--- src/rtl/gfth_pkg.sv ---
package gfth_pkg;

  // Fixed field widths of the channels.
  localparam int unsigned POS_W   = 5;
  localparam int unsigned TYPE_W  = 8;
  localparam int unsigned CHI_W   = 32;
  localparam int unsigned NDF_W   = 12;
  localparam int unsigned FTIME_W = 25;
  localparam int unsigned RTIME_W = 21;
  localparam int unsigned RBIN_W  = 15;
  localparam int unsigned CNT_W   = 32;

  // Internal bin width covers the largest supported histogram.
  localparam int unsigned BIN_W   = 16;

  // Configuration port.
  localparam int unsigned CFG_IDX_W  = 2;
  localparam int unsigned CFG_DATA_W = 32;
  localparam logic [CFG_IDX_W-1:0] CFG_TYPE_MIN = 2'd0;
  localparam logic [CFG_IDX_W-1:0] CFG_TYPE_MAX = 2'd1;
  localparam logic [CFG_IDX_W-1:0] CFG_CHI_MIN  = 2'd2;
  localparam logic [CFG_IDX_W-1:0] CFG_CHI_MAX  = 2'd3;

  // Job queue between the classifier and the histogram engine.
  localparam int unsigned QDEPTH = 4;
  localparam int unsigned QPTR_W = $clog2(QDEPTH);
  localparam int unsigned QCNT_W = $clog2(QDEPTH + 1);

  // What the back end does with one job.
  typedef enum logic [1:0] {
    OP_REJECT,     // result is all zero
    OP_READ_NULL,  // read outside the store: zero count, echo the bin
    OP_READ,       // read one bin
    OP_ACCUM       // increment one bin
  } op_e;

  typedef struct packed {
    op_e              op;
    logic [POS_W-1:0] position;
    logic [BIN_W-1:0] bin;
  } job_t;

endpackage

--- src/rtl/gfth_if.sv ---
// Input channel: one fit record or read request per transfer.
interface gfth_in_if;
  import gfth_pkg::*;

  logic                      valid;
  logic                      ready;
  logic                      cmd;
  logic [POS_W-1:0]          position;
  logic                      hit;
  logic [TYPE_W-1:0]         fit_type;
  logic [CHI_W-1:0]          chisq;
  logic [NDF_W-1:0]          ndf;
  logic signed [FTIME_W-1:0] fit_time;
  logic                      rf_valid;
  logic signed [RTIME_W-1:0] rf_time;
  logic [RBIN_W-1:0]         read_bin;

  modport source (
    output valid, cmd, position, hit, fit_type, chisq, ndf, fit_time, rf_valid, rf_time,
           read_bin,
    input  ready
  );
  modport sink (
    input  valid, cmd, position, hit, fit_type, chisq, ndf, fit_time, rf_valid, rf_time,
           read_bin,
    output ready
  );
endinterface


--- src/rtl/gfth_front.sv ---
module gfth_front #(
  parameter int unsigned DETECTORS = 32,
  parameter int unsigned BINS      = 32768
) (
  input  logic                                clk_i,
  input  logic                                rst_ni,
  gfth_in_if.sink                             in_i,
  input  logic                                cfg_we_i,
  input  logic [gfth_pkg::CFG_IDX_W-1:0]      cfg_idx_i,
  input  logic [gfth_pkg::CFG_DATA_W-1:0]     cfg_data_i,
  input  logic                                hold_i,
  output logic                                push_o,
  output gfth_pkg::job_t                      push_job_o,
  input  logic                                push_ready_i
);
  import gfth_pkg::*;

  localparam int unsigned PROD_W = CHI_W + NDF_W;
  localparam logic signed [31:0] TimeBias = 32'(BINS * 128);
  localparam logic [BIN_W-1:0] BinNoRf   = BIN_W'(BINS - 4);
  localparam logic [BIN_W-1:0] BinLate   = BIN_W'(BINS - 3);
  localparam logic [BIN_W-1:0] BinEarly  = BIN_W'(BINS - 2);

  // Configuration registers.
  logic [TYPE_W-1:0] type_min_q, type_max_q;
  logic [CHI_W-1:0]  chi_min_q, chi_max_q;

  always_ff @(posedge clk_i or negedge rst_ni) begin
    if (!rst_ni) begin
      type_min_q <= '0;
      type_max_q <= '1;
      chi_min_q  <= '0;
      chi_max_q  <= '1;
    end else if (cfg_we_i) begin
      unique case (cfg_idx_i)
        CFG_TYPE_MIN: type_min_q <= cfg_data_i[TYPE_W-1:0];
        CFG_TYPE_MAX: type_max_q <= cfg_data_i[TYPE_W-1:0];
        CFG_CHI_MIN:  chi_min_q  <= cfg_data_i[CHI_W-1:0];
        CFG_CHI_MAX:  chi_max_q  <= cfg_data_i[CHI_W-1:0];
        default: ;
      endcase
    end
  end

  // Capture stage: fields plus the chi-square window scaled by ndf.
  logic                      s1_valid_q, s1_valid_d;
  logic                      s1_cmd_q;
  logic [POS_W-1:0]          s1_pos_q;
  logic                      s1_hit_q;
  logic [TYPE_W-1:0]         s1_type_q;
  logic [CHI_W-1:0]          s1_chisq_q;
  logic [NDF_W-1:0]          s1_ndf_q;
  logic signed [FTIME_W-1:0] s1_ftime_q;
  logic                      s1_rfv_q;
  logic signed [RTIME_W-1:0] s1_rtime_q;
  logic [RBIN_W-1:0]         s1_rbin_q;
  logic [PROD_W-1:0]         s1_lo_q, s1_hi_q;
  logic                      accept;

  assign in_i.ready = !hold_i && (!s1_valid_q || push_ready_i);
  assign accept     = in_i.valid && in_i.ready;

  always_comb begin
    s1_valid_d = s1_valid_q;
    if (accept) begin
      s1_valid_d = 1'b1;
    end else if (push_ready_i) begin
      s1_valid_d = 1'b0;
    end
  end

  always_ff @(posedge clk_i or negedge rst_ni) begin
    if (!rst_ni) begin
      s1_valid_q <= 1'b0;
    end else begin
      s1_valid_q <= s1_valid_d;
    end
  end

  always_ff @(posedge clk_i) begin
    if (accept) begin
      s1_cmd_q   <= in_i.cmd;
      s1_pos_q   <= in_i.position;
      s1_hit_q   <= in_i.hit;
      s1_type_q  <= in_i.fit_type;
      s1_chisq_q <= in_i.chisq;
      s1_ndf_q   <= in_i.ndf;
      s1_ftime_q <= in_i.fit_time;
      s1_rfv_q   <= in_i.rf_valid;
      s1_rtime_q <= in_i.rf_time;
      s1_rbin_q  <= in_i.read_bin;
      s1_lo_q    <= PROD_W'(chi_min_q) * PROD_W'(in_i.ndf);
      s1_hi_q    <= PROD_W'(chi_max_q) * PROD_W'(in_i.ndf);
    end
  end

  // Time to bin: scale to 1/256 units, round half to even, then clamp.
  logic signed [31:0] t_fix;
  logic signed [23:0] t_floor;
  logic signed [23:0] t_round;
  logic [7:0]         t_frac;
  logic               round_up;
  logic [BIN_W-1:0]   time_bin;

  always_comb begin
    t_fix    = (32'(s1_ftime_q) <<< 4) - (32'(s1_rtime_q) <<< 4) + TimeBias;
    t_floor  = t_fix[31:8];
    t_frac   = t_fix[7:0];
    round_up = (t_frac > 8'd128) || ((t_frac == 8'd128) && t_floor[0]);
    t_round  = t_floor + 24'(round_up);
    if (t_round[23]) begin
      time_bin = BinEarly;
    end else if (t_round[22:0] >= 23'(BINS)) begin
      time_bin = BinLate;
    end else begin
      time_bin = BIN_W'(t_round);
    end
  end

  // Gates and job classification.
  logic pos_ok;
  logic gate_ok;

  always_comb begin
    pos_ok  = (32'(s1_pos_q) < DETECTORS);
    gate_ok = s1_hit_q && (s1_pos_q != '0) && pos_ok && (s1_ndf_q != '0)
              && (s1_type_q >= type_min_q) && (s1_type_q <= type_max_q)
              && (PROD_W'(s1_chisq_q) >= s1_lo_q) && (PROD_W'(s1_chisq_q) <= s1_hi_q);
    push_job_o.position = s1_pos_q;
    if (s1_cmd_q) begin
      push_job_o.bin = BIN_W'(s1_rbin_q);
      push_job_o.op  = (pos_ok && (32'(s1_rbin_q) < BINS)) ? OP_READ : OP_READ_NULL;
    end else if (gate_ok) begin
      push_job_o.bin = s1_rfv_q ? time_bin : BinNoRf;
      push_job_o.op  = OP_ACCUM;
    end else begin
      push_job_o.bin = '0;
      push_job_o.op  = OP_REJECT;
    end
  end

  assign push_o = s1_valid_q;

endmodule

--- src/flat_wrapper.sv ---
// flat-port wrapper written by rule: the top's interface ports become plain ports
module gfth_front_flat import gfth_pkg::*;
#(
  parameter int unsigned DETECTORS = 32,
  parameter int unsigned BINS      = 32768
)
  (clk_i, rst_ni, cfg_we_i, cfg_idx_i, cfg_data_i, hold_i, push_o, push_job_o, push_ready_i, in_i_valid, in_i_cmd, in_i_position, in_i_hit, in_i_fit_type, in_i_chisq, in_i_ndf, in_i_fit_time, in_i_rf_valid, in_i_rf_time, in_i_read_bin, in_i_ready);
  gfth_in_if in_i_i ();
  input  logic clk_i;
  input  logic rst_ni;
  input  logic cfg_we_i;
  input  logic [gfth_pkg::CFG_IDX_W-1:0] cfg_idx_i;
  input  logic [gfth_pkg::CFG_DATA_W-1:0] cfg_data_i;
  input  logic hold_i;
  output logic push_o;
  output gfth_pkg::job_t push_job_o;
  input  logic push_ready_i;
  input wire logic [$bits(in_i_i.valid)-1:0] in_i_valid;
  input wire logic [$bits(in_i_i.cmd)-1:0] in_i_cmd;
  input wire logic [$bits(in_i_i.position)-1:0] in_i_position;
  input wire logic [$bits(in_i_i.hit)-1:0] in_i_hit;
  input wire logic [$bits(in_i_i.fit_type)-1:0] in_i_fit_type;
  input wire logic [$bits(in_i_i.chisq)-1:0] in_i_chisq;
  input wire logic [$bits(in_i_i.ndf)-1:0] in_i_ndf;
  input wire logic [$bits(in_i_i.fit_time)-1:0] in_i_fit_time;
  input wire logic [$bits(in_i_i.rf_valid)-1:0] in_i_rf_valid;
  input wire logic [$bits(in_i_i.rf_time)-1:0] in_i_rf_time;
  input wire logic [$bits(in_i_i.read_bin)-1:0] in_i_read_bin;
  output wire logic [$bits(in_i_i.ready)-1:0] in_i_ready;
  assign in_i_i.valid = in_i_valid;
  assign in_i_i.cmd = in_i_cmd;
  assign in_i_i.position = in_i_position;
  assign in_i_i.hit = in_i_hit;
  assign in_i_i.fit_type = in_i_fit_type;
  assign in_i_i.chisq = in_i_chisq;
  assign in_i_i.ndf = in_i_ndf;
  assign in_i_i.fit_time = in_i_fit_time;
  assign in_i_i.rf_valid = in_i_rf_valid;
  assign in_i_i.rf_time = in_i_rf_time;
  assign in_i_i.read_bin = in_i_read_bin;
  assign in_i_ready = in_i_i.ready;
  gfth_front #(.DETECTORS(DETECTORS), .BINS(BINS)) u_core (.clk_i(clk_i), .rst_ni(rst_ni), .in_i(in_i_i), .cfg_we_i(cfg_we_i), .cfg_idx_i(cfg_idx_i), .cfg_data_i(cfg_data_i), .hold_i(hold_i), .push_o(push_o), .push_job_o(push_job_o), .push_ready_i(push_ready_i));
endmodule
--- config.mk ---
export PLATFORM = sky130hd
export DESIGN_NAME = gfth_front_flat
export DESIGN_NICKNAME = d
export VERILOG_FILES = /design/src/rtl/gfth_pkg.sv /design/src/rtl/gfth_if.sv /design/src/rtl/gfth_front.sv /design/src/flat_wrapper.sv
export SDC_FILE = /design/constraint.sdc
export NUM_CORES = 2
export LEC_CHECK = 0
export BUFFER_PORTS_ARGS = -buffer_cell sky130_fd_sc_hd__buf_2
export CORE_UTILIZATION = 50
export CTS_CLUSTER_DIAMETER = 150
export DETAILED_ROUTE_END_ITERATION = 7
export GPL_ROUTABILITY_DRIVEN = 0
export GPL_TIMING_DRIVEN = 0
export PLACE_DENSITY = 0.67
export SLEW_MARGIN = 20
export SYNTH_ARGS = -nofsm -noshare
export SYNTH_HDL_FRONTEND = slang
export SYNTH_SLANG_ARGS = --single-unit
export TNS_END_PERCENT = 20
--- constraint.sdc ---
create_clock -name clk_i -period 9.8 [get_ports clk_i]
set_input_delay 1.96 -clock clk_i [delete_from_list [all_inputs] [get_ports clk_i]]
set_output_delay 1.96 -clock clk_i [all_outputs]
set_load 0.01 [all_outputs]
Yosys cells after proc, flatten, opt, wreduce, memory -nomap -nowiden --
Cells that the tools add are included.
Storage, ports and cells: logic and storage cells 62, output and inout bits 25, input port bits 161, register bits after elaboration 290
Cells by class: reduce and logical (&&, ||, !) cells 21, magnitude comparators 6, $add $sub $neg 3, multiplexer cells 9, eq/ne operators 4, $mul 2
Operator list (count):
- 32-bit by 12-bit multiplier with 44-bit output | 2
- 16-bit two-way mux | 5
- 32-bit by 44-bit >= comparator with 1-bit output | 1
- 32-bit by 44-bit less-or-equal comparator with 1-bit output | 1
- 32-bit by 24-bit adder with 32-bit output (second input constant) | 1
- 29-bit by 25-bit subtractor with 30-bit output | 1
- 24-bit by 1-bit adder with 24-bit output | 1
- 23-bit by 16-bit >= comparator with 1-bit output (second input constant) | 1
- 12-bit nonzero test | 1
- 1-bit logical AND | 9
- 8-bit equality test (second input constant) | 1
- 8-bit >= comparator | 1
- 8-bit greater-than comparator (second input constant) | 1
- 8-bit less-or-equal comparator | 1
- 2-bit AND reduction | 4
- 5-bit nonzero test | 1
- 2-bit equality test (second input constant) | 2
- 2-bit two-way mux | 2
- 2-bit by 1-bit equality test with 1-bit output (second input constant) | 1
- 1-bit logical NOT | 2
- 2-bit logical NOT | 1
- 1-bit logical OR | 2
- 1-bit two-way mux | 2
- 2-bit nonzero test | 1

Depth between registers and ports, before layout --
word-level depth 12, mapped depth 26, gate-level depth less buffers 24

Least setup slack after synthesis --
No wires, ideal clock.
path kind input to register, from in in_i_ndf[3], to reg u_core.s1_lo_q[40], data pin, buffers on the path 2, path slack 1.940 ns, required time 9.540 ns, library setup time 0.260 ns, arrival 7.600 ns, stages 24, path through clkbuf_1 -> clkbuf_1 -> nand2_1 -> fa_1 -> fa_1 -> inv_1 -> fa_1 -> inv_1 -> fa_1 -> inv_1 -> fa_1 -> ha_1 -> a21o_1 -> a21o_1 -> a21o_1 -> a21oi_1 -> o21bai_1 -> a41o_1 -> a221o_1 -> a31oi_1 -> o21ai_0 -> a211o_1 -> a21oi_1 -> xnor2_1
Between the ends: longest elaborated chain between the ends 1
RTL lines:
- from (decl) | RTL line flat_wrapper.sv:24 | input wire logic [$bits(in_i_i.ndf)-1:0] in_i_ndf;
- 32-bit by 12-bit multiplier with 44-bit output | RTL line gfth_front.sv:92 | s1_lo_q <= PROD_W'(chi_min_q) * PROD_W'(in_i.ndf);
- to (signal assigned) | RTL line gfth_front.sv:92
- to (decl) | RTL line gfth_front.sv:57 | logic [PROD_W-1:0] s1_lo_q, s1_hi_q;
Every way passes these cells. A chain may end at the register's enable or synchronous reset.

Worst setup path after layout --
from in in_i_ndf[5], to reg u_core.s1_hi_q[43], data pin
Between the ends: longest elaborated chain between the ends 1
RTL lines:
- 32-bit by 12-bit multiplier with 44-bit output | RTL line gfth_front.sv:93 | s1_hi_q <= PROD_W'(chi_max_q) * PROD_W'(in_i.ndf);
- to (signal assigned) | RTL line gfth_front.sv:93
- to (decl) | RTL line gfth_front.sv:57
Every way passes these cells.

==> flow_summary.yaml <==
status:
  outcome: "completed"
global_routing:
  antenna_found_initial: 7
  grt_usage_pct: 26.3
  grt_max_degree: 54
  grt_pass1_vias: 27000
  grt_pass1_wl_um: 150000
  grt-ovfl-total: 0
critical_path:
  critical_path.max_stage_delay_ps: 790
  worstReg2RegStart: "u_core.chi_max_q[7]"
  crit_top_cell: "fa_1"
  arrival_ps: 9750
  worstSetupStartpointType: "primary input"
  critPathLaunch: "in_i_ndf[5]"
  setup.worst_path.class: "primary input to register"
  cp-end-kind: "register"
  cp_slowest_cell: "clkbuf_1"
  crit_chain: "buf_2, clkbuf_1, clkbuf_1, nand2_1, fa_1, inv_1, fa_1, inv_1, fa_1, fa_1, inv_1, fa_1, ha_1, nor3_1, a21boi_0, o311ai_0, o21ai_0, a311o_1, o2111ai_1, a41oi_1, o21ai_0, a21oi_1, xnor2_1"
  worst-r2r-setup-slack_ps: 2330
  cp_max_fo: 10
  cp.required_ps: 10080
logic_synthesis:
  synth_compound_area_share_pct: 7.23
  synth_top_area_share_pct: 32.1
  synthXorXnorAreaFrac_pct: 2.59
  synthFlopType: "edfxtp_1"
  syn_inst: 3829
  synth_top_area_cell: "fa_1"
  yosys.area_share.adder_pct: 41.2
  synthesis.nets: 4863
  ys_ff_latch: 290
  yosysWarnings: 0
  synthMuxAreaShare_pct: 2.36
  synthSimpleGateAreaFrac_pct: 14.8
  synth_edf_count: 209
  ys_seq_area_share_pct: 22.3
  synth_area_um2: 37400
  synth_cell_type_count: 86
  synthArstFlopShare_pct: 27.9
  synth_top_family_by_area: "adder cells"
  postSynthAreaPerCell_um2: 9.78
  synth.area.top_cells: "fa_1 (32%), edfxtp_1 (17%), ha_1 (9.1%)"
sta:
  min_period_over_period_pct: 96.6
  hold_violations: 0
  finalSetupViolations: 0
  clock.fmax_mhz: 106
  final_max_slew_viol_count: 0
  final.setup_skew_ps: 51.7
  rsz0062_at_grt: "false"
  min_period_ps: 9470
  maxSlewHeadroom_pct: 20.1
  worst_slew_pin_slew_ps: 1200
finish:
  final_cell_mix: "inv_1 (770), fa_1 (601), nand2_1 (569)"
  nFillCells: 6606
  mostFrequentLayoutCell: "inv_1"
  layout-drive-gt1-share_pct: 9.84
  utilization_pct: 55.6
  seq_area_um2: 8350
  area_growth_pct: 9.35
  nets: 5091
  stdcell_area_um2: 40900
  multiInputGateArea_um2: 25500
clock_network:
  cts_root_buf: "clkbuf_16"
  cts_resized: 0
  cts_setup_buffers: 0
  numClockSinks: 290
  cts_tree: "yes"
  clk_pin_slew_ps: 60
  h-tree-depth: 2
  clockBufferDepth: 3
  clk_latency_ps: 590
  numCtsBuffers: 37
  ctsHoldBuffers: 0
detailed_routing:
  vias: 27300
  drtPass1Iterations: 8
  ant_nets: 0
  via_per_inst: 5.42
  drt_iter0_markers: 2014
  drt_wl_total_um: 97400
  wl_per_cell_um: 19.3
  route.detailed.drc: 0
place:
  dpl-instance-area_um2: 39700
  dp.final_hpwl_um: 80400
  port_buffers: 184
floorplan:
  die_h_um: 276
  core_area_um2: 73600
  die_w_um: 276
  initial_core_util_pct: 50.9
  die_area_um2: 76000
  rows: 99
  io_pins: 186
job:
  maxCapViolations: 0
min_path:
  hp-start: "u_core.type_min_q[0]"
  min_path_type: "register to register"
flip-flops by register name (all words and copies together), names as in the netlist, 12 cells and up:
| register | flops |
|---|---|
| u_core.s1_chisq_q | 32 |
| u_core.chi_min_q | 32 |
| u_core.chi_max_q | 32 |
| u_core.s1_lo_q | 44 |
| u_core.s1_hi_q | 44 |
| u_core.s1_ndf_q | 12 |
| u_core.s1_rtime_q | 21 |
| u_core.s1_rbin_q | 15 |
| u_core.s1_ftime_q | 25 |
kinds of logic after synthesis:
group	after synthesis
and+or+nand+nor	1131
other	1
xor gates and xnor gates	110
buffers and inverters	946
DFF	290
muxes	78
adders and majority gates	873
AOI/OAI and AO/OA	400
critical path, delay by kind of cell:
| family | cells | cell delay [ps] |
|---|---|---|
| AO/OA/AOI/OAI | 8 | 2870 |
| XOR/XNOR | 1 | 100 |
| adder cells (fa/ha/maj) | 6 | 2690 |
| buffers and inverters | 6 | 1750 |
| AND/OR/NAND/NOR | 2 | 370 |
per-layer routing:
metal / vias up / wire, um / track usage, %
li1: 12400 / - / -
met1: 13700 / 40000 / 36.0
met2: 994 / 44300 / 41.1
met3: 192 / 9040 / 5.14
met4: 4 / 4110 / 10.5
met5: - / 15 / 0
worst paths after layout:
check,end,cells after the start
min in group asynchronous,u_core.chi_min_q[29],1
worst min register to register,u_core.type_min_q[0],1
worst min-delay path,u_core.type_min_q[0],1
max in group asynchronous,u_core.type_max_q[6],2
worst max-delay path,u_core.s1_hi_q[43],23
worst max register to register,u_core.s1_hi_q[43],21
cell type report:
type,instances,area share [%]
diodes,5,0.0306
plain buffers,175,1.64
clock buffers,46,2.47
clock inverters,22,0.520
inverters,770,7.06
multi-input cells,2593,62.4
flip-flops and latches,290,20.4
well taps,959,2.93
repair buffers,190,2.58
cells in the mapped netlist (4+ instances only):
library cell    n
a211o_1         8
a211oi_1        6
a21o_1         77
a21oi_1       115
a221oi_1        6
a22oi_2        10
a31oi_1        11
and2_1        297
and3_1         16
buf_1           4
clkbuf_1      168
dfrtp_1        41
dfstp_2        40
edfxtp_1      209
fa_1          601
ha_1          272
inv_1         770
mux2_2         73
mux2i_1         4
nand2_1       569
nand2b_1       22
nand3_1        34
nand3b_1        6
nand4_1        22
nor2_1         52
nor2b_1        20
nor3_1         38
nor3b_1         5
nor4_1         15
o211a_1         5
o211ai_1        4
o21a_1         19
o21ai_0        63
o21bai_1       15
o31ai_1         6
or3_1          14
xnor2_1        71
xor2_1         38
metrics by stage:
step | setup TNS (ps) | worst slack, ps | instances | hold WS, ps
after detailed placement | -197 | -72.5 | 4977 | 501
after global routing | 0 | 56.8 | 5045 | 534
final | 0 | 332 | 5050 | 510
after CTS | 0 | 453 | 5045 | 514
after global placement | -72270 | -365 | 4972 | 483
after floorplan | 0 | 1940 | 3829 | 485
Power is left out: the tool's default activity adds up to more than one toggle a clock period on the data nets, which glitch-free logic cannot reach.
