## config.mk

```make
export PLATFORM = sky130hd
export DESIGN_NAME = gfth_queue
export DESIGN_NICKNAME = d
export VERILOG_FILES = /design/src/rtl/gfth_pkg.sv /design/src/rtl/gfth_queue.sv
export SDC_FILE = /design/constraint.sdc
export NUM_CORES = 1
export LEC_CHECK = 0
export BUFFER_PORTS_ARGS = -buffer_cell sky130_fd_sc_hd__clkbuf_2
export CORE_MARGIN = 3
export CORE_UTILIZATION = 51
export CTS_CLUSTER_SIZE = 14
export DETAILED_ROUTE_END_ITERATION = 8
export GPL_TIMING_DRIVEN = 0
export HOLD_SLACK_MARGIN = 0.06
export PLACE_DENSITY = 0.85
export SYNTH_ARGS = -nofsm -noshare
export SYNTH_HDL_FRONTEND = slang
export SYNTH_SLANG_ARGS = --single-unit
export TNS_END_PERCENT = 1
```

## constraint.sdc

```tcl
create_clock -name clk_i -period 1.9 [get_ports clk_i]
set_input_delay 0.19 -clock clk_i [delete_from_list [all_inputs] [get_ports clk_i]]
set_output_delay 0.19 -clock clk_i [all_outputs]
set_load 0.01 [all_outputs]
```

## src/rtl/gfth_pkg.sv

```systemverilog
package gfth_pkg;

  // Fixed field widths of the channels.
  localparam int unsigned POS_W   = 5;
  localparam int unsigned TYPE_W  = 8;
  localparam int unsigned CHI_W   = 32;
  localparam int unsigned NDF_W   = 12;
  localparam int unsigned FTIME_W = 25;
  localparam int unsigned RTIME_W = 21;
  localparam int unsigned RBIN_W  = 15;
  localparam int unsigned CNT_W   = 32;

  // Internal bin width covers the largest supported histogram.
  localparam int unsigned BIN_W   = 16;

  // Configuration port.
  localparam int unsigned CFG_IDX_W  = 2;
  localparam int unsigned CFG_DATA_W = 32;
  localparam logic [CFG_IDX_W-1:0] CFG_TYPE_MIN = 2'd0;
  localparam logic [CFG_IDX_W-1:0] CFG_TYPE_MAX = 2'd1;
  localparam logic [CFG_IDX_W-1:0] CFG_CHI_MIN  = 2'd2;
  localparam logic [CFG_IDX_W-1:0] CFG_CHI_MAX  = 2'd3;

  // Job queue between the classifier and the histogram engine.
  localparam int unsigned QDEPTH = 4;
  localparam int unsigned QPTR_W = $clog2(QDEPTH);
  localparam int unsigned QCNT_W = $clog2(QDEPTH + 1);

  // What the back end does with one job.
  typedef enum logic [1:0] {
    OP_REJECT,     // result is all zero
    OP_READ_NULL,  // read outside the store: zero count, echo the bin
    OP_READ,       // read one bin
    OP_ACCUM       // increment one bin
  } op_e;

  typedef struct packed {
    op_e              op;
    logic [POS_W-1:0] position;
    logic [BIN_W-1:0] bin;
  } job_t;

endpackage

```

## src/rtl/gfth_queue.sv

```systemverilog
module gfth_queue (
  input  logic           clk_i,
  input  logic           rst_ni,
  input  logic           push_i,
  input  gfth_pkg::job_t push_job_i,
  output logic           push_ready_o,
  output logic           pop_valid_o,
  output gfth_pkg::job_t pop_job_o,
  input  logic           pop_i
);
  import gfth_pkg::*;

  job_t              entry_q [QDEPTH];
  logic [QPTR_W-1:0] wptr_q, wptr_d;
  logic [QPTR_W-1:0] rptr_q, rptr_d;
  logic [QCNT_W-1:0] cnt_q, cnt_d;
  logic              do_push;
  logic              do_pop;

  assign push_ready_o = (cnt_q != QCNT_W'(QDEPTH));
  assign pop_valid_o  = (cnt_q != '0);
  assign pop_job_o    = entry_q[rptr_q];

  assign do_push = push_i && push_ready_o;
  assign do_pop  = pop_i && pop_valid_o;

  // Pointer and fill bookkeeping.
  always_comb begin
    wptr_d = do_push ? wptr_q + 1'b1 : wptr_q;
    rptr_d = do_pop ? rptr_q + 1'b1 : rptr_q;
    cnt_d  = cnt_q;
    if (do_push && !do_pop) begin
      cnt_d = cnt_q + 1'b1;
    end else if (do_pop && !do_push) begin
      cnt_d = cnt_q - 1'b1;
    end
  end

  always_ff @(posedge clk_i or negedge rst_ni) begin
    if (!rst_ni) begin
      wptr_q <= '0;
      rptr_q <= '0;
      cnt_q  <= '0;
    end else begin
      wptr_q <= wptr_d;
      rptr_q <= rptr_d;
      cnt_q  <= cnt_d;
    end
  end

  // Entry storage needs no reset.
  always_ff @(posedge clk_i) begin
    if (do_push) begin
      entry_q[wptr_q] <= push_job_i;
    end
  end

  // While the queue is not full, the fill count matches the pointer distance.
  assert property (@(posedge clk_i) disable iff (!rst_ni)
    (cnt_q != QCNT_W'(QDEPTH)) |-> (QPTR_W'(wptr_q - rptr_q) == cnt_q[QPTR_W-1:0]))
    else $error("queue fill count disagrees with pointers");

endmodule

```

# Yosys cells after proc, flatten, opt, wreduce, memory -nomap -nowiden
# Memory sizes are Yosys's and may differ from the RTL's.
# Cells that the tools add are included.
# W data, S select, Z words.
# classes
reduce_logical,8
n_mux,4
n_eq_ne,1
n_addsub,4
# ops
operator,n
$mux W3,2
$add A2 B1 Y2 const B,2
$logic_and A1 B1 Y1,4
$add A3 B1 Y3 const B,1
$ne A3 B3 Y1 const B,1
$reduce_bool A3 Y1,1
$sub A3 B1 Y3 const B,1
$logic_not A1 Y1,2
$mux W1,2
$reduce_bool A2 Y1,1
# totals
input_bits,27
n_memories,1
out_inout_bits,25
ram_bits,92
register_bits,7
# mem_list
memory,words,width,rd,rd_clocked_by_memory_dff,write_ports,line,source
entry_q,4,23,1,0,1,gfth_queue.sv:13,job_t entry_q [QDEPTH];

# Depth between registers and ports, before layout
# Gate-level depths: netlist of the first run.
# logic_depth
ltp_word,6
mapped_depth,8
depth_no_buf,8

# Worst setup path after synthesis of the first run
# OpenSTA, ideal clock, no wires.
# synth_path
kind,reg2reg
from,register cnt_q[1]
to,register cnt_q[2]
n_path_buf,0
arrival_ps,1934
synth_period_minus_slack_ps,2014
setup_ps,79
required_time_ps,1821
stages_incl_launch_ff,9
slack_ps,-114
path_cell_list,dfrtp_1 > or3_1 > nand2_1 > ha_1 > inv_1 > fa_1 > xor2_1 > nor2_1 > xor2_1
# synth_via
elab_chain_cells,5
word_cells_on_any_way,13
cone_classes,add/sub: 2; eq/ne: 1; mux: 2; reduce/logical: 8
# synth_rtl
item,line,source
"start, declared",gfth_queue.sv:16,"logic [QCNT_W-1:0] cnt_q, cnt_d;"
"start signal, assigned",gfth_queue.sv:47,cnt_q <= cnt_d;
$reduce_bool A3 Y1 (*),gfth_queue.sv:21,assign pop_valid_o = (cnt_q != '0);
via pop_valid_o,gfth_queue.sv:7,"output logic pop_valid_o,"
$logic_and A1 B1 Y1 (*),gfth_queue.sv:25,assign do_pop = pop_i && pop_valid_o;
$logic_not A1 Y1,gfth_queue.sv:32,if (do_push && !do_pop) begin
$logic_and A1 B1 Y1,gfth_queue.sv:32,
$mux W3 / $reduce_bool A2 Y1 (equally long branches),--,
# The timed path passes the listed nets; every way through them passes the cells marked *. The select of a mux whose other input is x is not followed.
# A chain may end at the register's enable or synchronous reset.

# Worst setup path in the final report of the first run
# layout_path
from,register cnt_q[0]
to,register cnt_q[2]
# layout_via
elab_chain_cells,5
word_cells_on_any_way,13
cone_classes,add/sub: 2; eq/ne: 1; mux: 2; reduce/logical: 8
# layout_rtl
item
"parallel branches: the longest is 5 deep, another holds $sub A3 B1 Y3"
# Several ways; the timed one is not identified. The select of a mux whose other input is x is not followed.

==> results of run 1 <==
-- metal layers --
| metal | vias up | global-route usage |
|---|---|---|
| li1 | 832 | - |
| met1 | 936 | 0.192 |
| met2 | 50 | 0.279 |
| met3 | 10 | 0.0410 |
| met4 | 0 | 0.0780 |
| met5 | - | 0 |
-- worst max-delay path, stage by stage, from the launching register on --
cell and delay [ns]:
dfrtp_1 0.41, or3_4 0.42, nand2_4 0.09, ha_4 0.13
inv_2 0.03, fa_2 0.32, xor2_1 0.14, nor2_1 0.11
xor2_1 0.19
-- report_power, final --
part           switching (mW)  leakage, nW  internal, mW
Sequential              0.125        0.923          2.90
Combinational            1.16        0.677          1.17
Clock                   0.729        0.108         0.752
Total                    2.02         1.71          4.83
-- cells by family after synthesis --
logic type / synth area share
and+or+nand+nor: 0.0136
muxes: 0.148
DFF: 0.779
adders and majority gates: 0.0219
xor gates and xnor gates: 0.0139
AOI/OAI and AO/OA: 0.00298
buffers and inverters: 0.0206
-- flip-flops by register name (all words and copies together), names as in the netlist --
| register | flops |
|---|---|
| entry_q | 92 |
| cnt_q | 3 |
| rptr_q | 2 |
| wptr_q | 2 |
-- how the worst max path moves through the flow --
stage	cells past startpoint	slack [ns]	endpoint
floorplan	8	0.03	cnt_q[2]
global placement	3	-0.37	entry_q[0][12]
detailed placement	3	-0.43	entry_q[2][1]
CTS	4	-0.03	pop_job_o[3]
global route	8	-0.09	cnt_q[2]
finish	8	-0.03	cnt_q[2]
-- stage by stage --
| step | power [mW] | instances | hold slack, ns |
|---|---|---|---|
| 3_3_place_gp | 5.22 | 303 | 0.0349 |
| 3_5_place_dp | 5.32 | 303 | 0.0536 |
| 4_1_cts | 6.90 | 348 | 0.103 |
| 6_report | 6.84 | 351 | 0.132 |
| 5_1_grt | 7.23 | 351 | 0.146 |
| 2_1_floorplan | 4.58 | 156 | -0.106 |
-- area by class of cell --
class | count | share of cell area
sequential | 99 | 0.623
clock inverter | 7 | 0.0212
buffer | 6 | 0.0146
multi-input combinational | 48 | 0.169
inverter | 3 | 0.00239
timing repair buffer | 83 | 0.118
tap | 96 | 0.0255
clock buffer | 9 | 0.0263
-- layout by cell type (no fill, tap or decap), drive strengths merged --
cell type,n
fa,1
and2,4
buf,13
dfrtp,7
a21boi,1
dlygate4sd3,24
clkinv,1
nor2,2
clkinvlp,2
inv,5
bufinv,2
xnor2,4
xor2,2
edfxtp,92
or3,1
ha,5
mux4,23
mux2,2
nand2,2
nand3,1
clkbuf,61
-- timing repair --
| action | 4_1_cts | 5_1_grt |
|---|---|---|
| setup endpoints to repair | 107 | 92 |
| endpoints found under the hold margin | 99 | 0 |
| hold buffers | 24 | 0 |
| setup buffers | 5 | 3 |
| pin swaps | 5 | 2 |
| resized for setup | 7 | 1 |
==> flow_summary.yaml, run 1 <==
placed_design:
  dpl.hpwl_um: 3870
  dp_slack_ns: -0.429
  io_buffers: 51
  globalplace.congestion: 0.704
  place_area_um2: 4180
route:
  vias: 1828
  topRoutingLayerUsed: "met4"
  via_per_inst: 5.21
  met2_length_um: 3310
  wl_um: 6310
  ant_nets: 0
  firstDrtPassIters: 4
  drc: 0
  wl_per_cell_um: 18.0
  drtIter0Drc: 75
  wl_met3_um: 242
  wl_met1_um: 2610
timing:
  fin_crit_sh: 1.01
  setup_ws_ns: -0.0272
  fin_skew_ns: 0.00683
  setup_viol: 1
  report.final.slew_viol_count: 0
  grt_setup_unrepaired: "yes"
  tns_ns: -0.0272
  max_freq_mhz: 519
  final_hold_viol_count: 0
  slew_headroom: 0.581
  period_needed_ns: 1.93
  worstMarginPinSlew_ns: 0.628
cells_and_area:
  diodes: 0
  multi_input_area_um2: 797
  filler_cell_count: 466
  utilization: 0.675
  drive_gt1_frac: 0.439
  fin_nets: 283
  seq_area_um2: 2940
  areaGrowthSynthToFinish_pct: 25.0
  fin_area_um2: 4720
floorplan:
  rows: 30
  coreArea_um2: 6980
  dieArea_um2: 8460
  die_y_um: 92.0
  pin_count: 52
  initial_core_util: 0.540
  die-width_um: 92.0
synthesis:
  syn-num-nets: 189
  yosysSeqAreaShare: 0.779
  post-synth-top-count-cell: "edfxtp_1"
  synth_warnings: 0
  synthCells: 156
  synth-edff-count: 92
  synth_top_area_frac: 0.732
  yosys.area.top_type: "edfxtp_1"
  synth_flop_cell: "edfxtp_1"
  yosys-top-cells-count: "92 x edfxtp_1, 18 x mux4_2, 7 x dfrtp_1, 5 x ha_1, 5 x mux4_1"
  postSynthAreaPerCell_um2: 24.2
  synth-seq-cells: 99
  ys_types: 19
  yosys-top-cells-area: "edfxtp_1 73%, mux4_2 11%, dfrtp_1 4.6%"
  syn_area_um2: 3770
  synth-async-reset-ratio: 0.0707
setup_path:
  rrSetupSlack_ns: -0.03
  worstRegToRegCells: 8
  path_class: "register to register"
  startpoint: "cnt_q[0]"
  cp-start-kind: "register"
  arrival_ns: 2.20
  r2r-end: "cnt_q[2]"
  worstSetupEndpointType: "register"
  cp_max_fo: 3
  r2r-start: "cnt_q[0]"
  worst_ep_required_time_ns: 2.17
power_and_ir_drop:
  p_leak_nw: 1.71
  p_per_area_nw_per_um2: 1450
  ir_drop_v: 0.000739
worst_hold_path:
  min_path_cells: 3
  min_from: "pop_i"
  hold_path_end: "rptr_q[1]"
  min_path_type: "input port to register"
clock_network:
  clock_path_buffers: 2
  cts_tree: "done"
  ctsHtreeMaxLevel: 3
  clkSinkCount: 99
  insertion_delay_ns: 0.36
  path_clk_slew_ns: 0.09
  cts_root_buffer: "clkbuf_8"
  numCtsBuffers: 9
global_routing:
  grt_pass1_wl_um: 9990
  groute.usage.overall: 0.163
  grt_overflow: 0
  antenna_found_initial: 0
  grt_start_max_net_pins: 24
  grt_pass1_vias: 2015
run_status:
  violations: "negative setup slack"
  status: "complete, but fails checks"
job:
  max-cap-violations: 0
No activity file was read; power rests on OpenSTA's default activity.
==> inputs of run 2 (changes only) <==
--- a/config.mk
+++ b/config.mk
@@ -6,8 +6,10 @@
 export NUM_CORES = 1
 export LEC_CHECK = 0
 export BUFFER_PORTS_ARGS = -buffer_cell sky130_fd_sc_hd__clkbuf_2
+export CELL_PAD_IN_SITES_DETAIL_PLACEMENT = 1
+export CELL_PAD_IN_SITES_GLOBAL_PLACEMENT = 2
 export CORE_MARGIN = 3
-export CORE_UTILIZATION = 51
+export CORE_UTILIZATION = 40
 export CTS_CLUSTER_SIZE = 14
 export DETAILED_ROUTE_END_ITERATION = 8
 export GPL_TIMING_DRIVEN = 0
==> flow_summary.yaml, run 2 (synthesis gave the netlist of run 1 again) <==
floorplan:
  die_y_um: 103
  die-width_um: 103
  pin_count: 52
  coreArea_um2: 8930
  rows: 34
  initial_core_util: 0.422
  dieArea_um2: 10600
clock_network:
  path_clk_slew_ns: 0.10
  cts_tree: "done"
  cts_root_buffer: "clkbuf_8"
  clkSinkCount: 99
  clock_path_buffers: 2
  insertion_delay_ns: 0.37
  ctsHtreeMaxLevel: 3
  numCtsBuffers: 9
cells_and_area:
  fin_nets: 277
  utilization: 0.520
  largest_reg_flops: 92
  stdcell_count: 357
  layout_commonest_cell: "edfxtp_1"
  drive_gt1_frac: 0.430
  fin_area_um2: 4650
  areaGrowthSynthToFinish_pct: 23.2
  final_cell_mix: "92 x edfxtp_1, 50 x clkbuf_2, 23 x dlygate4sd3_1"
  reg.largest.list: "entry_q (92), cnt_q (3)"
  diodes: 0
  largest_register: "entry_q"
power_and_ir_drop:
  p_leak_nw: 1.67
  p_per_area_nw_per_um2: 1430
  p_total_mw: 6.62
  ir_drop_v: 0.000612
timing:
  setup_ws_ns: -0.00363
  period_needed_ns: 1.90
  report.final.slew_viol_count: 0
  final_hold_viol_count: 0
  slew_headroom: 0.562
  fin_crit_sh: 1.00
  fin_skew_ns: 0.00915
  hold_ws_ns: 0.0833
  worstMarginPinSlew_ns: 0.657
  setup_viol: 3
  grt_setup_unrepaired: "yes"
  max_freq_mhz: 525
  tns_ns: -0.00670
route:
  via_per_inst: 5.03
  drc: 0
  met2_length_um: 3500
  wl_um: 6920
  drtIter0Drc: 68
  topRoutingLayerUsed: "met4"
  vias: 1795
  wl_met1_um: 3070
  firstDrtPassIters: 4
  wl_met3_um: 279
  ant_nets: 0
  wl_per_cell_um: 19.4
run_status:
  violations: "negative setup slack"
  status: "complete, but fails checks"
setup_path:
  cp_max_fo: 10
  worst_ep_required_time_ns: 1.71
  cp-start-kind: "register"
  arrival_ns: 1.71
  path_class: "register to output port"
  worstSetupEndpointType: "output port"
global_routing:
  groute.usage.overall: 0.140
  grt_start_max_net_pins: 24
  grt_overflow: 0
  grt_pass1_vias: 1940
  antenna_found_initial: 0
  grt_pass1_wl_um: 10600
placed_design:
  dp_slack_ns: -0.490
  io_buffers: 51
  place_area_um2: 4190
  globalplace.congestion: 0.678
  dp_cells: 315
  dpl.hpwl_um: 4290
job:
  max-cap-violations: 0
worst_hold_path:
  min_path_type: "input port to register"
==> run 2: worst max-delay path, cell delays in order (launching register included) <==
cell,delay (ns)
dfrtp_1,0.36
buf_6,0.16
buf_12,0.16
mux4_2,0.52
buf_2,0.16
==> run 2: worst paths after layout <==
| kind | from | endpoint | slack (ns) | depth (start not counted) |
|---|---|---|---|---|
| worst max-delay path | rptr_q[0] | pop_job_o[1] | -0.004 | 4 |
| worst min-delay path | push_job_i[22] | entry_q[0][22] | 0.08 | 1 |
| worst max register to register | cnt_q[0] | cnt_q[2] | -0.004 | 8 |
| worst min register to register | cnt_q[2] | cnt_q[2] | 0.59 | 2 |
| max in group asynchronous | rst_ni | cnt_q[1] | 1.52 | 2 |
| min in group asynchronous | rst_ni | cnt_q[0] | 0.19 | 2 |
==> run 2: layer usage <==
metal  vias to the layer above  global-route usage
li1                        819                   -
met3                         9              0.0365
met1                       918               0.178
met5                         -                   0
met2                        49               0.234
met4                         0              0.0448
==> run 2: power breakdown <==
| group | switching (mW) | internal (mW) |
|---|---|---|
| logic | 1.18 | 1.14 |
| registers | 0.135 | 2.91 |
| clock network | 0.765 | 0.499 |
| total | 2.08 | 4.54 |
==> run 2: cell type report <==
cell class	instances	area, um^2
repair buffers	77	508
fillers	809	4290
plain buffers	6	71.3
clock buffers	9	124
flip-flops and latches	99	2940
inverters	3	11.3
clock inverters	7	60.1
well taps	108	135
multi-input cells	48	797
==> run 2: timing repair <==
action	CTS	global route
setup endpoints to repair	106	113
hold endpoints to repair	91	1
setup buffers	2	1
resized for setup	5	5
hold buffers	22	1
pin swaps	2	2
==> inputs of run 3 (changes only) <==
--- a/config.mk
+++ b/config.mk
@@ -9,12 +9,12 @@
 export CELL_PAD_IN_SITES_DETAIL_PLACEMENT = 1
 export CELL_PAD_IN_SITES_GLOBAL_PLACEMENT = 2
 export CORE_MARGIN = 3
-export CORE_UTILIZATION = 40
+export CORE_UTILIZATION = 44
 export CTS_CLUSTER_SIZE = 14
 export DETAILED_ROUTE_END_ITERATION = 8
 export GPL_TIMING_DRIVEN = 0
 export HOLD_SLACK_MARGIN = 0.06
-export PLACE_DENSITY = 0.85
+export PLACE_DENSITY = 0.88
 export SYNTH_ARGS = -nofsm -noshare
 export SYNTH_HDL_FRONTEND = slang
 export SYNTH_SLANG_ARGS = --single-unit
==> constraint.sdc (replaced) <==
create_clock -name clk_i -period 2 [get_ports clk_i]
set_input_delay 0.2 -clock clk_i [delete_from_list [all_inputs] [get_ports clk_i]]
set_output_delay 0.2 -clock clk_i [all_outputs]
set_load 0.01 [all_outputs]
==> flow_summary.yaml, run 3 (synthesis gave the netlist of run 1 again) <==
clock_network:
  cts_root_buffer: "clkbuf_8"
  ctsHtreeMaxLevel: 3
  cts_tree: "done"
  path_clk_slew_ns: 0.10
  numCtsBuffers: 9
  clkSinkCount: 99
  clock_path_buffers: 2
  insertion_delay_ns: 0.36
timing:
  slew_headroom: 0.565
  max_freq_mhz: 518
  final_hold_viol_count: 0
  setup_viol: 0
  setup_ws_ns: 0.0711
  worstMarginPinSlew_ns: 0.653
  report.final.slew_viol_count: 0
  grt_setup_unrepaired: "yes"
  period_needed_ns: 1.93
  fin_crit_sh: 0.964
  tns_ns: 0
  fin_skew_ns: 0.00519
cells_and_area:
  multi_input_area_um2: 800
  layout_commonest_cell: "edfxtp_1"
  largest_reg_flops: 92
  diodes: 0
  fin_area_um2: 4680
  largest_register: "entry_q"
  filler_cell_count: 738
  final_cell_mix: "92 x edfxtp_1, 51 x clkbuf_2, 22 x dlygate4sd3_1"
  areaGrowthSynthToFinish_pct: 23.9
  reg.largest.list: "entry_q (92), cnt_q (3)"
  fin_nets: 279
  drive_gt1_frac: 0.446
  seq_area_um2: 2940
setup_path:
  r2r-end: "cnt_q[2]"
  arrival_ns: 1.73
  worstSetupEndpointType: "output port"
  worst_ep_required_time_ns: 1.80
  r2r-start: "cnt_q[0]"
  worstRegToRegCells: 8
  rrSetupSlack_ns: 0.09
  path_class: "register to output port"
  startpoint: "rptr_q[1]"
  cp_max_fo: 10
  cp-start-kind: "register"
floorplan:
  rows: 33
  dieArea_um2: 9720
  die-width_um: 98.6
  die_y_um: 98.6
  initial_core_util: 0.457
  coreArea_um2: 8260
  pin_count: 52
global_routing:
  grt_use_met2: 0.276
  grt_start_max_net_pins: 24
  grt_overflow: 0
  top_usage_layer: "met2"
  use_met3: 0.0333
  met1_usage: 0.184
  antenna_found_initial: 0
  grt_pass1_wl_um: 11200
  grt_pass1_vias: 2084
  groute.usage.overall: 0.155
power_and_ir_drop:
  ir_drop_v: 0.000664
  p_leak_nw: 1.68
  p_total_mw: 6.36
  p_per_area_nw_per_um2: 1360
placed_design:
  io_buffers: 51
  globalplace.congestion: 0.682
  place_area_um2: 4160
  dp_slack_ns: -0.328
  dpl.hpwl_um: 4430
run_status:
  status: "completed"
worst_hold_path:
  min_from: "push_job_i[0]"
  min_path_type: "input port to register"
  min_path_cells: 1
  hold_path_end: "entry_q[3][0]"
route:
  wl_um: 6910
  wl_per_cell_um: 19.4
  vias: 1812
  firstDrtPassIters: 4
  drc: 0
  ant_nets: 0
  via_per_inst: 5.09
  drtIter0Drc: 62
job:
  max-cap-violations: 0
[run 3: cell types whose count changed in the layout (fill, tap and decap cells not counted), moves of 2 or more]
cell | previous run | this run
buf_4 | 3 | 5
clkbuf_4 | 2 | 0
dfrtp_1 | 6 | 4
dfrtp_2 | 1 | 3
inv_8 | 1 | 3
[run 3: what timing repair did]
item	in CTS	in global routing
buffers inserted	0	6
setup endpoints to repair	94	94
gates resized for setup	7	7
pin swaps	1	5
endpoints found under the hold margin	91	0
hold buffers	22	0
[run 3: final cells by class]
type                    count  share of cell area
repair buffers             79               0.114
clock inverters             7              0.0147
multi-input cells          48               0.171
well taps                 105              0.0281
flip-flops and latches     99               0.629
plain buffers               6              0.0142
clock buffers               9              0.0265
inverters                   3             0.00241
[run 3: worst max-delay path, cell delays in order, from the launching register on]
cell and delay, ns:
dfrtp_1 0.34, buf_2 0.19, buf_2 0.31, mux4_2 0.38, clkbuf_2 0.15
[run 3: worst max-delay path by stage]
| stage | end | depth (start not counted) |
|---|---|---|
| finish | pop_job_o[7] | 4 |
| CTS | cnt_q[2] | 8 |
| global route | cnt_q[2] | 8 |
| floorplan | cnt_q[2] | 8 |
| detailed placement | entry_q[3][13] | 3 |
| global placement | entry_q[1][1] | 3 |
[run 3: layer usage]
metal / share of wire / up-vias
met3: 0.041 / 10
met4: 0.018 / 0
met5: 0 / -
li1: - / 825
met1: 0.40 / 930
met2: 0.54 / 47
[run 3: through the flow]
step           instances  hold WS (ns)   util
3_5_place_dp         312        0.0438  0.504
2_1_floorplan        156       -0.0956      -
4_1_cts              350        0.0641  0.557
6_report             356        0.0736  0.566
3_3_place_gp         312        0.0423  0.504
5_1_grt              356        0.0668  0.566
[run 3: power by group]
part | total [mW] | internal (mW) | switching, mW
registers | 2.89 | 2.76 | 0.129
clock network | 1.22 | 0.489 | 0.727
logic | 2.25 | 1.11 | 1.14
